===== config.mk =====
export PLATFORM = sky130hd
export DESIGN_NAME = tqs_cell
export DESIGN_NICKNAME = d
export VERILOG_FILES = /design/src/rtl/tqs_pkg.sv /design/src/rtl/tqs_cell.sv
export SDC_FILE = /design/constraint.sdc
export NUM_CORES = 1
export LEC_CHECK = 0
export BUFFER_PORTS_ARGS = -buffer_cell sky130_fd_sc_hd__buf_2
export CAP_MARGIN = 20
export CORE_AREA = 3 3 211 213
export CTS_CLUSTER_DIAMETER = 200
export DETAILED_ROUTE_END_ITERATION = 8
export DIE_AREA = 0 0 214 216
export HOLD_SLACK_MARGIN = 0.15
export PLACE_DENSITY = 0.49
export SLEW_MARGIN = 0
export SYNTH_ARGS = -nofsm -noshare
export SYNTH_HDL_FRONTEND = slang
export SYNTH_SLANG_ARGS = --single-unit

===== constraint.sdc =====
create_clock -name clk -period 26.8 [get_ports clk]
set_input_delay 1.34 -clock clk [delete_from_list [all_inputs] [get_ports clk]]
set_output_delay 1.34 -clock clk [all_outputs]
set_load 0.1 [all_outputs]

===== src/rtl/tqs_pkg.sv =====
// Shared types, codes and helpers for the timed event queue scheduler.
`timescale 1ns / 1ps
package tqs_pkg;

  typedef enum logic [2:0] {
    F_SCHEDULE    = 3'd0,
    F_CANCEL_USER = 3'd1,
    F_CANCEL_KIND = 3'd2,
    F_ADD_TICKS   = 3'd3,
    F_IDLE        = 3'd4,
    F_ADVANCE     = 3'd5,
    F_FORCE       = 3'd6,
    F_CLEAR       = 3'd7
  } func_t;

  typedef enum logic [2:0] {
    ST_IN,
    ST_DUE,
    ST_INS,
    ST_CANCEL,
    ST_IDLE1,
    ST_IDLE2,
    ST_ADV,
    ST_STATUS
  } state_t;

  typedef enum logic [2:0] {
    CELL_HOLD,
    CELL_INS,
    CELL_CANCEL,
    CELL_POP,
    CELL_CLR
  } cell_op_t;

  typedef struct packed {
    logic [63:0] due;
    logic [5:0]  kind;
    logic [63:0] user;
  } entry_t;

  typedef struct packed {
    cell_op_t op;
    entry_t   ent;      // new entry for insert, match key for cancel
    logic     by_kind;  // cancel ignores the user word
  } cell_ctl_t;

  localparam logic [30:0] MAX_SLICE_RESET = 31'd20000;

  // Times compare as signed 64-bit values.
  function automatic logic time_le(input logic [63:0] a, input logic [63:0] b);
    time_le = $signed(a) <= $signed(b);
  endfunction

endpackage


===== src/rtl/tqs_cell.sv =====
// One queue slot of the sorted event chain.
`timescale 1ns / 1ps
module tqs_cell (
  input  logic             clk,
  input  logic             rst,
  input  tqs_pkg::cell_ctl_t ctl,
  input  tqs_pkg::entry_t  left_ent,
  input  logic             left_valid,
  input  logic             left_gt,
  input  tqs_pkg::entry_t  right_ent,
  input  logic             right_valid,
  input  logic             found_in,
  output tqs_pkg::entry_t  ent,
  output logic             valid,
  output logic             gt,
  output logic             found_out
);
  import tqs_pkg::*;

  logic match;

  assign gt = valid && !time_le(ent.due, ctl.ent.due);
  assign match = valid && (ent.kind == ctl.ent.kind) &&
                 (ctl.by_kind || (ent.user == ctl.ent.user));
  assign found_out = found_in || match;

  always_ff @(posedge clk) begin
    if (rst) begin
      valid <= 1'b0;
    end else begin
      case (ctl.op)
        CELL_INS: begin
          if (left_gt) begin
            ent   <= left_ent;
            valid <= left_valid;
          end else if ((!valid || gt) && left_valid) begin
            ent   <= ctl.ent;
            valid <= 1'b1;
          end
        end
        CELL_CANCEL: begin
          if (found_out) begin
            ent   <= right_ent;
            valid <= right_valid;
          end
        end
        CELL_POP: begin
          ent   <= right_ent;
          valid <= right_valid;
        end
        CELL_CLR: valid <= 1'b0;
        default: ;
      endcase
    end
  end

endmodule


==> reports/results.ini <==
[status]
status = finished, final reports clean

[global_routing]
grt.total_usage_pct = 17.23
grt_pass1_vias = 9554
grt_overflow = 0
grt_pass1_wl_mm = 59.01
grt_max_degree = 109
antenna_found_initial = 19

[floorplanning]
die-height_um = 216
die_area_um2 = 46220
fp.coreArea_um2 = 42890
ios = 549
die_x_um = 214
initial_core_util_pct = 21.69
rows = 76

[min_path]
hold_start = valid
worstHoldEndpoint = valid
min_path_type = flop to flop
holdPathStages = 2

[critical_path]
reg2reg_to = ent[2]
worstSetupStartpointType = input port
path_cells = buf_2 > xor2_1 > nor4_1 > nand4_1 > nor4_1 > o21ai_0 > or2b_2 > nor3b_1 > or3_1 > nor2_4 > buf_4 > buf_4
crit_path_top_delay_cell = nor4_1
worstPathRequired_ns = 26.86
ff2ff_setup_slack_ns = 20.96
critPathTopFamily = simple AND/OR/NAND/NOR gates
cp-end-kind = flop
cp_num_cells = 12
cp_data_arrival_time_ns = 6.50
path_max_fanout = 65
r2r-start = ent[32]
worstPathBufferInverterCount = 3
crit_type = input port to flop
slowest_delay_ns = 0.79
r2r_cells = 11

[sta]
fin_skew_ns = 0.01484
totalNegativeSetupSlack_ns = 0
fin_crit_sh_pct = 24.03
grt_setup_unrepaired = no
hold_viol = 0
hold_slack_ns = 0.6348
worstMarginPinSlew_ns = 0.9491
fmax_ghz = 0.1553
fin_crit_ns = 6.440
slew_headroom_pct = 36.73
final-setup-viol-count = 0
slew_violations = 0

[finish]
syn2layout_area_growth_pct = 43.56
multi_input_area_um2 = 4840
ff_latch_area_um2 = 4044
num-fill-cells = 4599
fin_nets = 1940
drive_gt1_share_pct = 40.28

[drt]
drc = 0
first_pass_iters = 4
drtIter0Drc = 290
routedWlPerCell_um = 19.85
num_vias = 9091
finalWirelength_mm = 41.19
via_per_inst = 4.381
drtAntennaViolNets = 0

[clocking]
root_buffer = clkbuf_16
cts_buffers = 17
clk_path_buf_depth = 2
clkSlewWorstSetupHoldPaths_ns = 0.06
clk_latency_ns = 0.44
clock-sinks = 135
h-tree-depth = 4
cts_tree = done
cts_resized = 0
cts_setup_buffers = 0
hold_buffers = 0

[synth]
synth_area_leaders = edfxtp_1 (43%), mux2i_1 (14%), ha_1 (8.6%)
syn_area_um2 = 9303
yosysTopAreaCellShare_pct = 43.25
syn_avg_cell_area_um2 = 9.949
yosysWarnings = 0
syn_inst = 935
yosysUniqueCellTypes = 40
synthFlopType = edfxtp_1
yosysSeqAreaShare_pct = 43.47
ys_seq_elements = 135
synth_top_area_cell = edfxtp_1
async_flop_share_pct = 0
synth.net_count = 1411
synth-edff-count = 134

[power_and_ir_drop]
net-switching-power_uw = 292.3
power_frac_clock_pct = 33.9
p_per_area_nw_per_um2 = 58.14
p_leak_nw = 6.251
comb_power_share_pct = 31.9
power.internal_uw = 484.2
power_switching_share_pct = 37.64
finalPower_uw = 776.4
vdd_drop_max_mv = 0.03826
seq_power_share_pct = 34.1

[run]
cap_violations = 0

[placed_design]
globalplace.congestion = 0.9735
hpwlAfterDp_mm = 34.96
port_buffers = 548

placed cells by master, fill, tap and decap left out, drive strengths merged, types with 2 or more instances in the layout:
master / count
or2b: 3
a221oi: 3
nor2b: 2
o21ai: 147
xor2: 67
bufinv: 5
buf: 554
nor3b: 2
diode: 13
a21o: 2
edfxtp: 134
xnor2: 3
o211ai: 2
nor3: 6
nand2: 150
o31a: 2
clkinv: 5
nand3: 5
nand4: 22
inv: 72
or4: 2
a211oi: 2
clkbuf: 18
a21oi: 29
nor4: 20
nor2: 10
ha: 64
mux2i: 134
per-stage QoR:
step,cell area (um2),setup slack [ns],cells,utilization (%)
after global routing,13340,20.14,2068,31.10
after global placement,12670,19.95,2030,29.55
after detailed placement,12670,19.89,2030,29.55
final,13360,20.36,2075,31.14
after floorplan,9303,17.07,935,-
after CTS,13320,20.36,2062,31.07
power groups by stage:
stage | clock network (mW) | registers [mW] | logic [mW]
after global routing | 0.279 | 0.267 | 0.265
after CTS | 0.271 | 0.265 | 0.251
after global placement | 0 | 0.269 | 0.250
after floorplan | 0 | 0.376 | 0.0653
after detailed placement | 0 | 0.269 | 0.251
final | 0.263 | 0.265 | 0.248
worst max-delay path by stage:
stage                  from      end
global placement    ctl[33]  ent[45]
global route        ctl[33]   ent[2]
CTS                 ctl[33]  ent[15]
floorplan           ctl[76]   ent[0]
detailed placement  ctl[33]  ent[45]
finish              ctl[33]   ent[2]
cells by family after synthesis:
logic type / after synthesis / share of synthesized area (%)
buf+inv: 113 / 4.667
mux: 134 / 14.42
compound gates: 194 / 11.19
simple gates: 225 / 11.06
fa+ha+maj: 64 / 8.608
xor+xnor: 70 / 6.590
flops: 135 / 43.47
routing by layer:
metal | up-vias | track usage [%] | part of all wire, %
met5 | - | 0 | 0.083
met4 | 6 | 7.770 | 4.0
met3 | 60 | 5.252 | 7.0
met2 | 391 | 32.11 | 52
met1 | 4183 | 17.71 | 37
li1 | 4451 | - | -
cells in the mapped netlist, drive strengths merged (2+ instances only):
cell type / instances
nor4: 20
nor2: 10
a21oi: 29
xnor2: 3
a21o: 2
a221oi: 3
nand2: 150
nor2b: 2
mux2i: 134
nor3b: 2
nand4: 22
buf: 8
o31a: 2
o21ai: 147
inv: 68
a211oi: 2
or2b: 3
or4: 2
nor3: 6
clkbuf: 37
o211ai: 2
nand3: 5
xor2: 67
edfxtp: 134
ha: 64
tightest hold or removal path: cells and delay by family (launching register included):
| family | cells | cell delay (ns) |
|---|---|---|
| AO/OA/AOI/OAI | 2 | 0.21 |
| flip-flops | 1 | 0.38 |
layout make-up:
type                    count  share of cell area [%]
diodes                     13                  0.2436
clock buffers              17                   3.185
clock inverters            15                   1.668
inverters                  68                   1.911
multi-input cells         687                   36.24
flip-flops and latches    135                   30.28
well taps                 585                   5.481
repair buffers            555                   20.99
flip-flops by register name (all words and copies together) (netlist names):
name and count:
ent 134, valid 1
No activity file was read; power rests on OpenSTA's default activity.
